<file path="src/design/lap_stopwatch_defines.svh">
// Assertion macros used by the stopwatch core.
`ifndef LAP_STOPWATCH_DEFINES_SVH
`define LAP_STOPWATCH_DEFINES_SVH

// Condition holds at every clock edge outside reset.
`define LSW_ASSERT_ALWAYS(lbl, clk, rst_n, cond, msg) \
    lbl: assert property (@(posedge clk) disable iff (!rst_n) (cond)) \
        else $error(msg);

// Antecedent implies consequent in the same cycle.
`define LSW_ASSERT_IMP(lbl, clk, rst_n, ante, cons, msg) \
    lbl: assert property (@(posedge clk) disable iff (!rst_n) (ante) |-> (cons)) \
        else $error(msg);

// Antecedent implies consequent in the following cycle.
`define LSW_ASSERT_NEXT(lbl, clk, rst_n, ante, cons, msg) \
    lbl: assert property (@(posedge clk) disable iff (!rst_n) (ante) |=> (cons)) \
        else $error(msg);

`endif

</file>
<file path="src/design/lsw_pkg.sv">
// Types and constants of the lap stopwatch.
package lsw_pkg;

    // Event codes carried by an input item
    typedef enum logic [2:0] {
        MODE_TICK         = 3'd0,
        MODE_START        = 3'd1,
        MODE_PAUSE        = 3'd2,
        MODE_TOGGLE       = 3'd3,
        MODE_RESET        = 3'd4,
        MODE_LAP          = 3'd5,
        MODE_LAP_OR_RESET = 3'd6,
        MODE_READ_LAP     = 3'd7
    } t_mode;

    // Reported watch state
    typedef enum logic [1:0] {
        WATCH_RESET   = 2'd0,
        WATCH_RUNNING = 2'd1,
        WATCH_PAUSED  = 2'd2
    } t_watch_state;

    // Digit limits of the mixed-radix time counters
    localparam logic [3:0] MS_DIGIT_MAX = 4'd9;
    localparam logic [6:0] CENTI_MAX    = 7'd99;
    localparam logic [5:0] SEC_MAX      = 6'd59;
    localparam logic [6:0] MIN_MAX      = 7'd99;

    // Formatted time: minutes, seconds, centiseconds
    typedef struct packed {
        logic [6:0] minutes;
        logic [5:0] seconds;
        logic [6:0] centis;
    } t_time;

    // One result item
    typedef struct packed {
        t_time        elapsed;
        t_watch_state watch_state;
        logic [7:0]   laps_stored;
        logic         lap_found;
        t_time        lap;
    } t_result;

endpackage

</file>
<file path="src/design/lsw_ram.sv">
// Generic single-write, single-read RAM with registered read data.
module lsw_ram #(
    parameter int WIDTH  = 20,
    parameter int DEPTH  = 16,
    parameter int ADDR_W = (DEPTH > 1) ? $clog2(DEPTH) : 1
) (
    input  logic              i_clk,
    input  logic              i_wr_en,
    input  logic [ADDR_W-1:0] i_wr_addr,
    input  logic [WIDTH-1:0]  i_wr_data,
    input  logic              i_rd_en,
    input  logic [ADDR_W-1:0] i_rd_addr,
    output logic [WIDTH-1:0]  o_rd_data
);

    logic [WIDTH-1:0] r_mem [DEPTH];
    logic [WIDTH-1:0] r_rd_data;

    // Write port
    always_ff @(posedge i_clk) begin
        if (i_wr_en) begin
            r_mem[i_wr_addr] <= i_wr_data;
        end
    end

    // Registered read port, old data on a same-address write
    always_ff @(posedge i_clk) begin
        if (i_rd_en) begin
            r_rd_data <= r_mem[i_rd_addr];
        end
    end

    assign o_rd_data = r_rd_data;

endmodule

</file>
<file path="src/design/lsw_core.sv">
// Stopwatch state: run flag, elapsed count with formatted digits, lap counter.
`include "lap_stopwatch_defines.svh"

module lsw_core #(
    parameter int MAX_LAPS = 16,
    parameter int ADDR_W   = (MAX_LAPS > 1) ? $clog2(MAX_LAPS) : 1
) (
    input  logic               i_clk,
    input  logic               i_rst_n,
    input  logic               i_en,
    input  lsw_pkg::t_mode     i_mode,
    input  logic [7:0]         i_lap_index,
    input  lsw_pkg::t_time     i_lap_data,
    output lsw_pkg::t_result   o_result,
    output logic               o_lap_wr_en,
    output logic [ADDR_W-1:0]  o_lap_wr_addr,
    output lsw_pkg::t_time     o_lap_wr_data
);
    import lsw_pkg::*;

    localparam logic [7:0] LAP_LIMIT = 8'(MAX_LAPS);

    logic        r_run,      n_run;
    logic [31:0] r_elapsed,  n_elapsed;
    logic [3:0]  r_ms_digit, n_ms_digit;
    logic [6:0]  r_centis,   n_centis;
    logic [5:0]  r_seconds,  n_seconds;
    logic [6:0]  r_minutes,  n_minutes;
    logic [7:0]  r_lap_cnt,  n_lap_cnt;
    logic        lap_take;
    logic        lap_found;

    // Event decode and next state
    always_comb begin
        n_run      = r_run;
        n_elapsed  = r_elapsed;
        n_ms_digit = r_ms_digit;
        n_centis   = r_centis;
        n_seconds  = r_seconds;
        n_minutes  = r_minutes;
        n_lap_cnt  = r_lap_cnt;
        lap_take   = 1'b0;
        unique case (i_mode)
            MODE_TICK: begin
                if (r_run) begin
                    if (&r_elapsed) begin
                        // count wraps to zero, so every digit does too
                        n_elapsed  = '0;
                        n_ms_digit = '0;
                        n_centis   = '0;
                        n_seconds  = '0;
                        n_minutes  = '0;
                    end else begin
                        n_elapsed = r_elapsed + 32'd1;
                        if (r_ms_digit == MS_DIGIT_MAX) begin
                            n_ms_digit = '0;
                            if (r_centis == CENTI_MAX) begin
                                n_centis = '0;
                                if (r_seconds == SEC_MAX) begin
                                    n_seconds = '0;
                                    if (r_minutes != MIN_MAX) begin
                                        n_minutes = r_minutes + 7'd1;
                                    end
                                end else begin
                                    n_seconds = r_seconds + 6'd1;
                                end
                            end else begin
                                n_centis = r_centis + 7'd1;
                            end
                        end else begin
                            n_ms_digit = r_ms_digit + 4'd1;
                        end
                    end
                end
            end
            MODE_START:  n_run = 1'b1;
            MODE_PAUSE:  n_run = 1'b0;
            MODE_TOGGLE: n_run = !r_run;
            MODE_RESET: begin
                n_run      = 1'b0;
                n_elapsed  = '0;
                n_ms_digit = '0;
                n_centis   = '0;
                n_seconds  = '0;
                n_minutes  = '0;
                n_lap_cnt  = '0;
            end
            MODE_LAP: begin
                lap_take = r_run && (r_lap_cnt < LAP_LIMIT);
            end
            MODE_LAP_OR_RESET: begin
                if (r_run) begin
                    lap_take = r_lap_cnt < LAP_LIMIT;
                end else begin
                    n_elapsed  = '0;
                    n_ms_digit = '0;
                    n_centis   = '0;
                    n_seconds  = '0;
                    n_minutes  = '0;
                    n_lap_cnt  = '0;
                end
            end
            MODE_READ_LAP: begin
            end
        endcase
        if (lap_take) begin
            n_lap_cnt = r_lap_cnt + 8'd1;
        end
    end

    // State registers, updated once per processed item
    always_ff @(posedge i_clk) begin
        if (!i_rst_n) begin
            r_run      <= 1'b0;
            r_elapsed  <= '0;
            r_ms_digit <= '0;
            r_centis   <= '0;
            r_seconds  <= '0;
            r_minutes  <= '0;
            r_lap_cnt  <= '0;
        end else if (i_en) begin
            r_run      <= n_run;
            r_elapsed  <= n_elapsed;
            r_ms_digit <= n_ms_digit;
            r_centis   <= n_centis;
            r_seconds  <= n_seconds;
            r_minutes  <= n_minutes;
            r_lap_cnt  <= n_lap_cnt;
        end
    end

    // Lap store write: current time goes into the next free entry
    assign o_lap_wr_en           = i_en && lap_take;
    assign o_lap_wr_addr         = r_lap_cnt[ADDR_W-1:0];
    assign o_lap_wr_data.minutes = r_minutes;
    assign o_lap_wr_data.seconds = r_seconds;
    assign o_lap_wr_data.centis  = r_centis;

    // Result from the state after the event; a read leaves the counter alone
    assign lap_found = (i_mode == MODE_READ_LAP) && (i_lap_index < r_lap_cnt);

    always_comb begin
        o_result.elapsed.minutes = n_minutes;
        o_result.elapsed.seconds = n_seconds;
        o_result.elapsed.centis  = n_centis;
        if (n_run) begin
            o_result.watch_state = WATCH_RUNNING;
        end else if ((n_elapsed != '0) || (n_lap_cnt != '0)) begin
            o_result.watch_state = WATCH_PAUSED;
        end else begin
            o_result.watch_state = WATCH_RESET;
        end
        o_result.laps_stored = n_lap_cnt;
        o_result.lap_found   = lap_found;
        o_result.lap         = lap_found ? i_lap_data : '0;
    end

    `LSW_ASSERT_ALWAYS(a_lap_cnt_bound, i_clk, i_rst_n, r_lap_cnt <= LAP_LIMIT,
        "lap counter beyond store depth")
    `LSW_ASSERT_ALWAYS(a_digit_range, i_clk, i_rst_n,
        (r_ms_digit <= MS_DIGIT_MAX) && (r_centis <= CENTI_MAX) &&
        (r_seconds <= SEC_MAX) && (r_minutes <= MIN_MAX), "time digit out of range")
    `LSW_ASSERT_IMP(a_zero_digits, i_clk, i_rst_n, r_elapsed == '0,
        (r_ms_digit == '0) && (r_centis == '0) && (r_seconds == '0) && (r_minutes == '0),
        "digits disagree with zero count")
    `LSW_ASSERT_IMP(a_lap_needs_run, i_clk, i_rst_n, o_lap_wr_en, r_run,
        "lap written while stopped")
    `LSW_ASSERT_NEXT(a_hold_idle, i_clk, i_rst_n, !i_en,
        $stable(r_elapsed) && $stable(r_lap_cnt) && $stable(r_run),
        "state changed without an item")

endmodule

</file>
<file path="src/design/lap_stopwatch.sv">
// Lap stopwatch top level: input stage, lap RAM, state core, result register.
//
//   channel | handshake                | payload
//   --------+--------------------------+-----------------------------------------
//   in      | i_in_valid / o_in_stall  | i_mode, i_lap_index
//   out     | o_out_valid / i_out_stall| o_time_*, o_watch_state, o_laps_stored,
//           |                          | o_lap_found, o_lap_minutes/seconds/centis
//
// One item per cycle sustained while the output does not stall; an accepted item
// goes into the input register, then its state update loads the result register,
// from which the result is taken.
// The lap RAM read is issued at acceptance; a lap written by the item ahead is
// forwarded. A stall on the output holds the result register and the input
// register, and then stalls the input. Synchronous reset; no clearing pass.
module lap_stopwatch #(
    parameter int MAX_LAPS = 16
) (
    input  logic       i_clk,
    input  logic       i_rst_n,
    input  logic       i_in_valid,
    output logic       o_in_stall,
    input  logic [2:0] i_mode,
    input  logic [7:0] i_lap_index,
    output logic       o_out_valid,
    input  logic       i_out_stall,
    output logic [6:0] o_time_minutes,
    output logic [5:0] o_time_seconds,
    output logic [6:0] o_time_centis,
    output logic [1:0] o_watch_state,
    output logic [7:0] o_laps_stored,
    output logic       o_lap_found,
    output logic [6:0] o_lap_minutes,
    output logic [5:0] o_lap_seconds,
    output logic [6:0] o_lap_centis
);
    import lsw_pkg::*;

    localparam int ADDR_W = (MAX_LAPS > 1) ? $clog2(MAX_LAPS) : 1;
    localparam int TIME_W = $bits(t_time);

    logic              advance;
    logic              in_accept;
    logic              core_en;
    logic              r_s1_valid;
    t_mode             r_s1_mode;
    logic [7:0]        r_s1_idx;
    logic              r_byp_hit;
    t_time             r_byp_data;
    logic              r_out_valid;
    t_result           r_out_result;
    t_result           core_result;
    logic              lap_wr_en;
    logic [ADDR_W-1:0] lap_wr_addr;
    t_time             lap_wr_data;
    logic [TIME_W-1:0] ram_rd_data;
    t_time             lap_data;

    // Handshake: the pipeline moves whenever the result register can load
    assign advance    = !r_out_valid || !i_out_stall;
    assign o_in_stall = r_s1_valid && !advance;
    assign in_accept  = i_in_valid && !o_in_stall;
    assign core_en    = advance && r_s1_valid;

    // Input register
    always_ff @(posedge i_clk) begin
        if (!i_rst_n) begin
            r_s1_valid <= 1'b0;
        end else if (in_accept) begin
            r_s1_valid <= 1'b1;
        end else if (advance) begin
            r_s1_valid <= 1'b0;
        end
    end

    always_ff @(posedge i_clk) begin
        if (in_accept) begin
            r_s1_mode <= t_mode'(i_mode);
            r_s1_idx  <= i_lap_index;
        end
    end

    // Forward a lap written at the same edge the read is issued
    always_ff @(posedge i_clk) begin
        if (!i_rst_n) begin
            r_byp_hit <= 1'b0;
        end else if (in_accept) begin
            r_byp_hit <= lap_wr_en && (lap_wr_addr == i_lap_index[ADDR_W-1:0]);
        end
    end

    always_ff @(posedge i_clk) begin
        if (in_accept) begin
            r_byp_data <= lap_wr_data;
        end
    end

    // Lap store
    lsw_ram #(
        .WIDTH  (TIME_W),
        .DEPTH  (MAX_LAPS),
        .ADDR_W (ADDR_W)
    ) u_lap_ram (
        .i_clk     (i_clk),
        .i_wr_en   (lap_wr_en),
        .i_wr_addr (lap_wr_addr),
        .i_wr_data (lap_wr_data),
        .i_rd_en   (in_accept),
        .i_rd_addr (i_lap_index[ADDR_W-1:0]),
        .o_rd_data (ram_rd_data)
    );

    assign lap_data = r_byp_hit ? r_byp_data : t_time'(ram_rd_data);

    // State update and result formation
    lsw_core #(
        .MAX_LAPS (MAX_LAPS),
        .ADDR_W   (ADDR_W)
    ) u_core (
        .i_clk         (i_clk),
        .i_rst_n       (i_rst_n),
        .i_en          (core_en),
        .i_mode        (r_s1_mode),
        .i_lap_index   (r_s1_idx),
        .i_lap_data    (lap_data),
        .o_result      (core_result),
        .o_lap_wr_en   (lap_wr_en),
        .o_lap_wr_addr (lap_wr_addr),
        .o_lap_wr_data (lap_wr_data)
    );

    // Result register
    always_ff @(posedge i_clk) begin
        if (!i_rst_n) begin
            r_out_valid <= 1'b0;
        end else if (advance) begin
            r_out_valid <= r_s1_valid;
        end
    end

    always_ff @(posedge i_clk) begin
        if (core_en) begin
            r_out_result <= core_result;
        end
    end

    assign o_out_valid    = r_out_valid;
    assign o_time_minutes = r_out_result.elapsed.minutes;
    assign o_time_seconds = r_out_result.elapsed.seconds;
    assign o_time_centis  = r_out_result.elapsed.centis;
    assign o_watch_state  = r_out_result.watch_state;
    assign o_laps_stored  = r_out_result.laps_stored;
    assign o_lap_found    = r_out_result.lap_found;
    assign o_lap_minutes  = r_out_result.lap.minutes;
    assign o_lap_seconds  = r_out_result.lap.seconds;
    assign o_lap_centis   = r_out_result.lap.centis;

endmodule
</file>
<file path="config.mk">
export PLATFORM = sky130hd
export DESIGN_NAME = lap_stopwatch
export DESIGN_NICKNAME = d
export VERILOG_FILES = /design/src/design/lsw_pkg.sv /design/src/design/lsw_ram.sv /design/src/design/lsw_core.sv /design/src/design/lap_stopwatch.sv
export VERILOG_INCLUDE_DIRS = /design/src /design/src/design
export SDC_FILE = /design/constraint.sdc
export NUM_CORES = 1
export LEC_CHECK = 0
export ABC_AREA = 0
export BUFFER_PORTS_ARGS = -buffer_cell sky130_fd_sc_hd__buf_2
export CORE_ASPECT_RATIO = 0.7
export CORE_MARGIN = 8
export CORE_UTILIZATION = 38
export CTS_CLUSTER_DIAMETER = 60
export DETAILED_ROUTE_END_ITERATION = 8
export PLACE_DENSITY = 0.6
export SLEW_MARGIN = 20
export SYNTH_ARGS = -nofsm -noshare
export SYNTH_HDL_FRONTEND = slang
export SYNTH_SLANG_ARGS = --single-unit
</file>
<file path="constraint.sdc">
create_clock -name i_clk -period 3.14 [get_ports i_clk]
set_input_delay 0.471 -clock i_clk [delete_from_list [all_inputs] [get_ports i_clk]]
set_output_delay 0.471 -clock i_clk [all_outputs]
set_load 0.01 [all_outputs]
</file>
==> metrics.cfg, run 1 <==
[sta]
fin_setup_tns_ps = 0
final-max-slew-violation-count = 0
rsz0062_at_grt = false
period_share_pct = 96.85
finalHoldViolCount = 0
max_freq_ghz = 0.3288
post-route-min-period_ps = 3041
slew-limit-headroom_pct = 44.06
skew_ps = 25.72
setup_violations = 0
worst_pin_slew_ps = 839.1

[finish]
stdcell_count = 2250
n_antenna_cell = 0
nets = 1517
drive_gt1_share_pct = 25.33
fill_cells = 4693
synthToLayoutAreaGrowth_pct = 17.94

[clock_network]
cts_resized = 0
clock_sinks = 490
clockBufferDepth = 3
h-tree-depth = 2
numCtsBuffers = 49
cts_root_buf = clkbuf_16
cts_tree = built
cts_hold_buf = 0
cts_setup_buffers = 0
cts.reportedPaths.clkPinSlew_ps = 70
clock_latency_ps = 580

[worst_hold_path]
hold_depth = 1
min_to = r_s1_idx[7]
worst_hold_startpoint = i_lap_index[7]
hold_class = in -> reg

[floorplan]
start_util_pct = 38.17
num_rows = 71
fp.coreArea_sq_um = 53390
die_w_microns = 292.8
die_area_sq_um = 61410
die_h_microns = 209.8
ios = 68

[setup_path]
critPathKind = reg -> reg
arrival_ps = 3350
r2r-end = o_watch_state[1]
crit_chain = nand3_1, or4_4, nor2_8, mux2i_1, or4_1, or4_1, o21ai_1, a41oi_1
crit_slowest_cell = or4_4
crit_path_start = u_core.r_elapsed[1]
r2r_cells = 8
cp-start-kind = flip-flop
cp_common_cell = or4_1
rr_startpoint = u_core.r_elapsed[1]
cp_slowest_stage_delay_ps = 620
r2r_slack_ps = 100
worst-endpoint-required_ps = 3450
critPathCaptureType = flip-flop
cp_max_fo = 6

[drt]
drc = 0
vias_per_cell = 5.500
routedWlPerCell_microns = 23.06
firstDrtPassIters = 5
routed_wl_microns = 51880
drt_iter0_drc = 1389
drtAntennaViolNets = 0
vias = 12375

[global_routing]
grt_max_degree = 43
track_usage_pct = 16.62
overflow = 0
grt_pass1_vias = 11953
grt_pass1_wl_microns = 77950
antenna_found_initial = 0

[synth]
syn_inst = 1325
syn_nets = 1357
synth_common_cells = edfxtp_1 (422), nor2_1 (113), mux4_2 (100)
ys_ff_latch = 490
syn_area_per_cell_sq_um = 15.38
async_flop_share_pct = 0
synth_top_area_cell = edfxtp_1
netlist_area_sq_um = 20380
synth_area_leaders = edfxtp_1 (62%), mux4_2 (11%), dfxtp_1 (6.7%)
seq_area_frac_synth_pct = 68.86
yosysTopAreaCellShare_pct = 62.18
yosysUniqueCellTypes = 62
yosys_warnings = 0
synth_flop_cell = edfxtp_1
synth-edff-count = 422
yosysMostFrequentCell = edfxtp_1

[status]
outcome = complete, no violations

[pwr]
cellPowerDensity_nw_per_um2 = 574.0
ir_worst_vdd_uv = 368.2
p_leak_nw = 7.997

[placed_design]
place.gp.congestion = 0.9017
dp_hpwl_microns = 34000
dp.cells = 2164
io_buffers = 67

[flow_run]
maxCapViolCount = 0

==> where the power goes <==
part           total [mW]  internal, mW  switching [mW]
Combinational       0.559         0.206           0.353
Sequential           7.14          7.10          0.0347
Clock                6.10          3.63            2.46
==> worst max path at each step <==
stage | endpoint | cells past startpoint | slack (ps)
final | o_watch_state[1] | 8 | 100
after global routing | o_watch_state[1] | 8 | 3
after CTS | o_watch_state[1] | 8 | 30
after detailed placement | o_watch_state[1] | 8 | 30
after global placement | o_watch_state[1] | 8 | 80
after floorplan | o_watch_state[1] | 10 | 110
==> per-layer routing <==
layer  wire [microns]  GRT usage [%]  share of wire [%]
met1            24910          25.75                 48
met2            22300          23.98                 43
met3             3705          3.125                7.1
met4              954          3.702                1.8
met5                0              0                  0
==> cell type report <==
| type | instances | area [sq um] | share of cell area (%) |
|---|---|---|---|
| clock buffers | 64 | 1323 | 5.503 |
| multi-input cells | 741 | 6061 | 25.22 |
| inverters | 20 | 76.32 | 0.3176 |
| well taps | 730 | 913.4 | 3.800 |
| flip-flops and latches | 490 | 14040 | 58.40 |
| clock inverters | 22 | 339.1 | 1.411 |
| repair buffers | 183 | 1286 | 5.352 |
==> critical path, delay by kind of cell, from the launching register on <==
| family | cells | cell delay (ps) |
|---|---|---|
| and+or+nand+nor | 5 | 2010 |
| AOI/OAI and AO/OA | 2 | 280 |
| DFF | 1 | 390 |
| muxes | 1 | 80 |
==> flip-flops by register name, indices dropped and copies added (netlist names), 8 cells and up <==
register	flops
o_laps_stored	8
r_byp_data	20
r_s1_idx	8
u_core.r_elapsed	32
u_core.r_lap_cnt	8
u_lap_ram.o_rd_data	20
u_lap_ram.r_mem	320
==> per-stage QoR <==
stage                     power, mW  instance area (sq um)  utilization, %  setup WS (ps)  hold WS (ps)
after CTS                     13.93                  24030           45.00          29.17         31.41
after global routing          14.23                  24030           45.02          3.113         44.71
after detailed placement      7.844                  22360           41.89          34.76         467.4
after global placement        7.838                  22360           41.89          77.14         459.4
final                         13.80                  24030           45.02          98.95         68.44
after floorplan               7.604                  20400               -          113.7         437.1
==> cells in the final DEF, fill, tap and decap left out, types with 8 or more instances in the layout <==
cell       count
bufinv_16      8
a21o_1        15
clkbuf_1      11
nor2_2        12
and2_1        13
clkbuf_16     49
xor2_1         9
nor2_1       101
or3_1         10
nor4_1        14
nor3_1        30
nand2_1       95
o21ai_0       44
nand2b_1      11
nand3_1       25
nand4_1       22
a21oi_1       65
mux4_2       100
buf_2         65
inv_1         17
a31oi_1       10
xnor2_1       11
buf_4        112
dfxtp_1       66
mux2i_1       23
o31ai_1       10
ha_1          17
edfxtp_1     422
and3_1        12
==> kinds of logic (layout without fill, tap and decap cells) <==
family | count (synthesis) | after routing | synth area share, %
compound gates | 193 | 193 | 5.815
xor+xnor | 20 | 20 | 0.8596
fa+ha+maj | 17 | 17 | 1.044
buf+inv | 94 | 289 | 1.811
flops | 490 | 490 | 68.86
mux | 124 | 124 | 12.24
simple gates | 387 | 387 | 9.369
Power figures use the tool's default switching activity.
==> run 2, diff against run 1 <==
- SYNTH_HIERARCHICAL: not set -> 1
==> run 2 against run 1 <==
Effect of this change:
- worst hold slack got worse by 20 ps
- final area is 0.45% higher
- final cell count hardly changed
- non-clock buffer count down 19
- synthesized cell count is 2.3% higher
- total power is 2.3% lower
- critical path depth grew 2
- sequential share of layout area fell by 0.27 points
==> metrics.cfg, run 2 <==
[synth]
ys_ff_latch = 490  ; unchanged
syn_area_per_cell_sq_um = 15.24  ; was 15.38 sq um
synth_common_cells = edfxtp_1 (422), nand2_1 (91), nor2_1 (87)  ; was edfxtp_1 (422), nor2_1 (113), mux4_2 (100)
yosys_warnings = 6  ; was 0
syn_inst = 1356  ; was 1325
synth_xor_area_share_pct = 0.7631  ; was 0.8596%
synth_flop_cell = edfxtp_1  ; unchanged
synth_compound_area_share_pct = 7.794  ; was 5.814%
synthMuxAreaShare_pct = 10.79  ; was 12.24%
synthAdderAreaFrac_pct = 0.8479  ; was 1.044%
yosysUniqueCellTypes = 79  ; was 62
seq_area_frac_synth_pct = 67.93  ; was 68.86%
async_flop_share_pct = 0  ; unchanged
syn_nets = 1385  ; was 1357
yosysTopAreaCellShare_pct = 61.34  ; was 62.18%
yosysMostFrequentCell = edfxtp_1  ; unchanged
synth-edff-count = 422  ; unchanged
netlist_area_sq_um = 20660  ; was 20380 sq um
yosys.area_share.simple_pct = 9.363  ; was 9.369%
synth_area_leaders = edfxtp_1 (61%), mux4_2 (7.0%), dfxtp_1 (6.6%)  ; was edfxtp_1 (62%), mux4_2 (11%), dfxtp_1 (6.7%)
synth_top_family_by_area = multiplexers  ; unchanged
synth_top_area_cell = edfxtp_1  ; unchanged

[setup_path]
cp-start-kind = flip-flop  ; unchanged
critPathKind = reg -> reg  ; unchanged
worst-endpoint-required_ps = 3440  ; was 3450 ps
arrival_ps = 3290  ; was 3350 ps
critPathCaptureType = flip-flop  ; unchanged
rr_startpoint = u_core/r_elapsed[0]  ; was u_core.r_elapsed[1]
r2r_cells = 10  ; was 8
cp_max_fo = 8  ; was 6
r2r-end = o_watch_state[1]  ; unchanged
r2r_slack_ps = 140  ; was 100 ps

[drt]
routedWlPerCell_microns = 23.31  ; was 23.06 microns
vias_per_cell = 5.625  ; was 5.500
routed_wl_microns = 52500  ; was 51880 microns
firstDrtPassIters = 5  ; unchanged
drtAntennaViolNets = 0  ; unchanged
drt_iter0_drc = 1212  ; was 1389
vias = 12667  ; was 12375
drc = 0  ; unchanged

[clock_network]
cts_root_buf = clkbuf_16  ; unchanged
h-tree-depth = 2  ; unchanged
cts_setup_buffers = 0  ; unchanged
clock_latency_ps = 610  ; was 580 ps
numCtsBuffers = 48  ; was 49
cts.reportedPaths.clkPinSlew_ps = 70  ; about the same
clock_sinks = 490  ; unchanged
clockBufferDepth = 3  ; unchanged
cts_tree = built  ; unchanged

[pwr]
cellPowerDensity_nw_per_um2 = 558.5  ; was 574.0 nW/um^2
ir_worst_vdd_uv = 449.5  ; was 368.2 uV
p_leak_nw = 8.391  ; was 7.997 nW

[sta]
skew_ps = 30.69  ; was 25.72 ps
worst_slack_ps = 144.9  ; was 98.95 ps
post-route-min-period_ps = 2995  ; was 3041 ps
setup_violations = 0  ; unchanged
max_freq_ghz = 0.3339  ; was 0.3288 GHz
finalHoldViolCount = 0  ; unchanged
final-max-slew-violation-count = 0  ; unchanged
worst_pin_slew_ps = 841.6  ; was 839.1 ps
slew-limit-headroom_pct = 43.90  ; was 44.06%
whs_ps = 48.57  ; was 68.44 ps
rsz0062_at_grt = false  ; unchanged
period_share_pct = 95.39  ; was 96.85%
fin_setup_tns_ps = 0  ; unchanged

[finish]
fill_cells = 4674  ; was 4693
synthToLayoutAreaGrowth_pct = 16.85  ; was 17.94%
finalInstanceArea_sq_um = 24140  ; was 24030 sq um
largest_reg_flops = 320  ; unchanged
nets = 1509  ; was 1517
drive_gt1_share_pct = 23.83  ; was 25.33%
reg_top3 = u_lap_ram/r_mem x320, u_core/r_elapsed x32  ; was u_lap_ram.r_mem x320, u_core.r_elapsed x32
layout_common_cells = edfxtp_1 (422), nand2_1 (91), buf_4 (85)  ; was edfxtp_1 (422), buf_4 (112), nor2_1 (101)
final_core_util_pct = 44.92  ; was 45.02%
largest_register = u_lap_ram/r_mem  ; was u_lap_ram.r_mem
layout_commonest_cell = edfxtp_1  ; unchanged

[global_routing]
grt_pass1_wl_microns = 78560  ; was 77950 microns
overflow = 0  ; unchanged
grt_max_degree = 81  ; was 43
track_usage_pct = 16.56  ; was 16.62%
grt_pass1_vias = 12169  ; was 11953
antenna_found_initial = 1  ; was 0

[placed_design]
post_dp_cell_area_sq_um = 22540  ; was 22360 sq um
place.gp.congestion = 0.9333  ; was 0.9017
io_buffers = 67  ; unchanged
dp_hpwl_microns = 33500  ; was 34000 microns
dp_slack_ps = 36.98  ; was 34.76 ps

[floorplan]
num_rows = 71  ; unchanged
die_h_microns = 211.1  ; was 209.8 microns
start_util_pct = 38.44  ; was 38.17%
fp.coreArea_sq_um = 53750  ; was 53390 sq um
die_w_microns = 294.7  ; was 292.8 microns
die_area_sq_um = 62200  ; was 61410 sq um
ios = 68  ; unchanged

[worst_hold_path]
hold_depth = 1  ; unchanged
hold_class = in -> reg  ; unchanged
worst_hold_startpoint = i_lap_index[6]  ; was i_lap_index[7]
min_to = r_s1_idx[6]  ; was r_s1_idx[7]

[status]
outcome = complete, no violations  ; unchanged

[flow_run]
maxCapViolCount = 0  ; unchanged

## run 2: changes by cell type in the layout (fill, tap and decap cells not counted), moves of 16 or more
| cell | change |
|---|---|
| and2_1 | +20 |
| a22oi_1 | +45 |
| buf_4 | -27 |
| nor2_1 | -26 |
| mux2_2 | +20 |
| mux4_2 | -36 |
| mux4_1 | +16 |
## run 2: logic make-up (layout without fill, tap and decap cells)
| group | count (synthesis) | in the layout |
|---|---|---|
| DFF | 490 | 490 |
| and+or+nand+nor | 371 | 371 |
| AOI/OAI and AO/OA | 236 | 236 |
| muxes | 114 | 114 |
| buffers and inverters | 113 | 276 |
| xor gates and xnor gates | 18 | 18 |
| adders and majority gates | 14 | 14 |
| other | 0 | 3 |
## run 2: cell type report
type	count	area, sq um	area share [%]
Multi-Input combinational cell	753	6270	25.97
Timing Repair Buffer	164	1244	5.152
Sequential cell	490	14030	58.13
Antenna cell	3	7.507	0.03110
Inverter	23	86.33	0.3576
Clock buffer	63	1309	5.421
Tap cell	730	913.4	3.783
Clock inverter	26	279.0	1.156
## run 2: routing by layer
metal / vias to the layer above / part of all wire [%] / track usage, %
met5: - / 0 / 0
met4: 0 / 1.8 / 4.241
met3: 68 / 8.6 / 3.622
met2: 504 / 43 / 23.77
met1: 6487 / 47 / 25.18
li1: 5608 / - / -
## run 2: worst max path at each step
stage,startpoint,endpoint,slack [ps],depth (start not counted)
2_1_floorplan,i_out_stall,u_lap_ram/r_mem[0][0],-470,7
3_3_place_gp,r_s1_mode[2],o_watch_state[1],90,8
3_5_place_dp,r_s1_mode[2],o_watch_state[1],40,8
4_1_cts,r_s1_mode[2],o_watch_state[1],6,8
5_1_grt,r_s1_mode[2],o_watch_state[1],10,8
6_report,u_core/r_elapsed[0],o_watch_state[1],140,10
## run 2: repair_timing
item | in CTS | in global routing
hold buffers | 0 | 0
gates resized for setup | 0 | 1
endpoints found under the setup margin | 0 | 1
## run 2: power breakdown
group          leakage (nW)  switching (mW)  internal (mW)
clock network         0.776            2.50           3.30
logic                  2.84           0.359          0.207
registers              4.77          0.0319           7.09
## run 2: metrics by stage
stage / total power [mW] / std cells
floorplan: 7.602 / 1356
global placement: 7.822 / 2160
detailed placement: 7.831 / 2160
CTS: 13.64 / 2249
global route: 13.92 / 2249
finish: 13.48 / 2252
## run 2: critical path, stage by stage (launching register included)
cell     delay [ps]
dfxtp_1         430
ha_1            270
and4_1          380
nand4_1         300
a21oi_1         210
a21oi_1          90
nor4_1          270
nand2_1         100
o41ai_1         420
buf_4           170
a31oi_1          70
==> run 3, diff against run 2 <==
- CORE_MARGIN: 8 -> not set
==> run 3 against run 2 <==
Effect of this change:
- sequential cell count stayed put
- final cell count is 0.22% lower
- clock skew is 4.2 ps lower
- first-iteration DRC count is 14% higher
- final area is 0.70% lower
- register-to-register slack better by 20 ps
- clock power is 7.9% lower
- die area is 11% lower
- critical endpoint unchanged
- largest cell class unchanged
==> metrics.cfg, run 3 (synthesis results as in run 2) <==
[floorplan]
num_rows = 71  ; unchanged
fp.coreArea_sq_um = 53750  ; unchanged
die_area_sq_um = 55320  ; was 62200 sq um
start_util_pct = 38.44  ; unchanged
die_h_microns = 197.1  ; was 211.1 microns
ios = 68  ; unchanged
die_w_microns = 280.7  ; was 294.7 microns

[drt]
drt_iter0_drc = 1385  ; was 1212
firstDrtPassIters = 5  ; unchanged
vias = 12531  ; was 12667
routed_wl_microns = 51960  ; was 52500 microns
routedWlPerCell_microns = 23.12  ; was 23.31 microns
drc = 0  ; unchanged
drtAntennaViolNets = 0  ; unchanged
vias_per_cell = 5.577  ; was 5.625

[flow_run]
maxCapViolCount = 0  ; unchanged

[sta]
period_share_pct = 94.81  ; was 95.39%
worst_pin_slew_ps = 1057  ; was 841.6 ps
fin_setup_tns_ps = 0  ; unchanged
rsz0062_at_grt = false  ; unchanged
post-route-min-period_ps = 2977  ; was 2995 ps
skew_ps = 26.54  ; was 30.69 ps
slew-limit-headroom_pct = 29.54  ; was 43.90%
final-max-slew-violation-count = 0  ; unchanged
finalHoldViolCount = 0  ; unchanged
max_freq_ghz = 0.3359  ; was 0.3339 GHz
setup_violations = 0  ; unchanged
whs_ps = 69.26  ; was 48.57 ps
worst_slack_ps = 162.9  ; was 144.9 ps

[clock_network]
cts_hold_buf = 0  ; unchanged
cts_root_buf = clkbuf_16  ; unchanged
cts_tree = built  ; unchanged
clock_latency_ps = 600  ; was 610 ps
clockBufferDepth = 3  ; unchanged
clock_sinks = 490  ; unchanged
numCtsBuffers = 48  ; unchanged
cts.reportedPaths.clkPinSlew_ps = 60  ; was 70 ps
h-tree-depth = 2  ; unchanged

[worst_hold_path]
hold_class = in -> reg  ; unchanged
hold_depth = 1  ; unchanged

[global_routing]
grt_pass1_vias = 12040  ; was 12169
antenna_found_initial = 1  ; unchanged
grt_pass1_wl_microns = 77670  ; was 78560 microns
track_usage_pct = 18.88  ; was 16.56%
grt_max_degree = 73  ; was 81
overflow = 0  ; unchanged

[finish]
reg_top3 = u_lap_ram/r_mem x320, u_core/r_elapsed x32  ; unchanged
nets = 1508  ; was 1509
layout_commonest_cell = edfxtp_1  ; unchanged
drive_gt1_share_pct = 23.17  ; was 23.83%
layout_common_cells = edfxtp_1 (422), nand2_1 (91), buf_4 (85)  ; unchanged
fill_cells = 4730  ; was 4674
synthToLayoutAreaGrowth_pct = 16.03  ; was 16.85%
finalInstanceArea_sq_um = 23970  ; was 24140 sq um
multiInputGateArea_sq_um = 6271  ; was 6270 sq um
regArea_sq_um = 14030  ; unchanged
largest_register = u_lap_ram/r_mem  ; unchanged
final_core_util_pct = 44.60  ; was 44.92%
stdcell_count = 2247  ; was 2252
largest_reg_flops = 320  ; unchanged

[placed_design]
dp_hpwl_microns = 33500  ; about the same
io_buffers = 67  ; unchanged
place.gp.congestion = 0.9124  ; was 0.9333
post_dp_cell_area_sq_um = 22520  ; was 22540 sq um
dp.cells = 2159  ; was 2160
dp_slack_ps = 228.2  ; was 36.98 ps

[setup_path]
worst-endpoint-required_ps = 3430  ; was 3440 ps
timing.critical_path.buf_inv = 2  ; was 1
crit_family = simple AND/OR/NAND/NOR gates  ; unchanged
cp_max_fo = 9  ; was 8
cp_slowest_stage_delay_ps = 430  ; about the same
r2r_cells = 11  ; was 10
arrival_ps = 3270  ; was 3290 ps
crit_chain = ha_1, and4_2, nand4_1, buf_4, nor3_1, nor2_1, buf_4, nand3_1, o311ai_0, nor3_1, a31oi_1  ; was ha_1, and4_1, nand4_1, a21oi_1, a21oi_1, nor4_1, nand2_1, o41ai_1, buf_4, a31oi_1
crit_slowest_cell = dfxtp_1  ; unchanged
critPathCaptureType = flip-flop  ; unchanged
critPathKind = reg -> reg  ; unchanged
cp.depth = 11  ; was 10
cp-start-kind = flip-flop  ; unchanged

[pwr]
ir_worst_vdd_uv = 403.6  ; was 449.5 uV
total_power_mw = 13.03  ; was 13.48 mW
cellPowerDensity_nw_per_um2 = 543.5  ; was 558.5 nW/um^2
p_leak_nw = 8.290  ; was 8.391 nW

[status]
outcome = complete, no violations  ; unchanged

[run 3: cell types whose count changed in the layout (fill, tap and decap cells not counted), moves of 2 or more]
cell,previous run,this run
clkbuf_1,11,15
bufinv_16,4,0
clkinv_2,8,3
clkinv_4,0,2
clkinv_1,8,12
clkbuf_8,3,1
[run 3: report_power, final]
part	switching, mW	total [mW]	internal, mW
Clock	2.47	5.33	2.87
Sequential	0.0330	7.13	7.10
Combinational	0.357	0.566	0.210
Total	2.86	13.0	10.2
[run 3: what timing repair did]
action / in CTS / in global routing
resized for setup: 0 / 2
buffers inserted: 0 / 0
setup endpoints to repair: 0 / 1
[run 3: path summary, 6_finish.rpt]
path              slack (ps)             endpoint                 from
setup / recovery         160     o_watch_state[1]  u_core/r_elapsed[0]
hold / removal            70          r_s1_idx[6]       i_lap_index[6]
hold reg to reg          500  u_core/r_lap_cnt[7]  u_core/r_lap_cnt[7]
setup reg to reg         160     o_watch_state[1]  u_core/r_elapsed[0]
[run 3: layer usage]
metal	part of all wire [%]	GRT usage (%)
met1	47	29.70
met2	42	26.58
met3	9.0	3.986
met4	1.7	3.947
met5	0	0
[run 3: final cells by class]
class	instances	share of cell area, %
flip-flops and latches	490	58.54
repair buffers	163	5.105
clock inverters	22	0.6994
well taps	730	3.810
clock buffers	64	5.303
diodes	2	0.02088
inverters	23	0.3601
multi-input cells	753	26.16
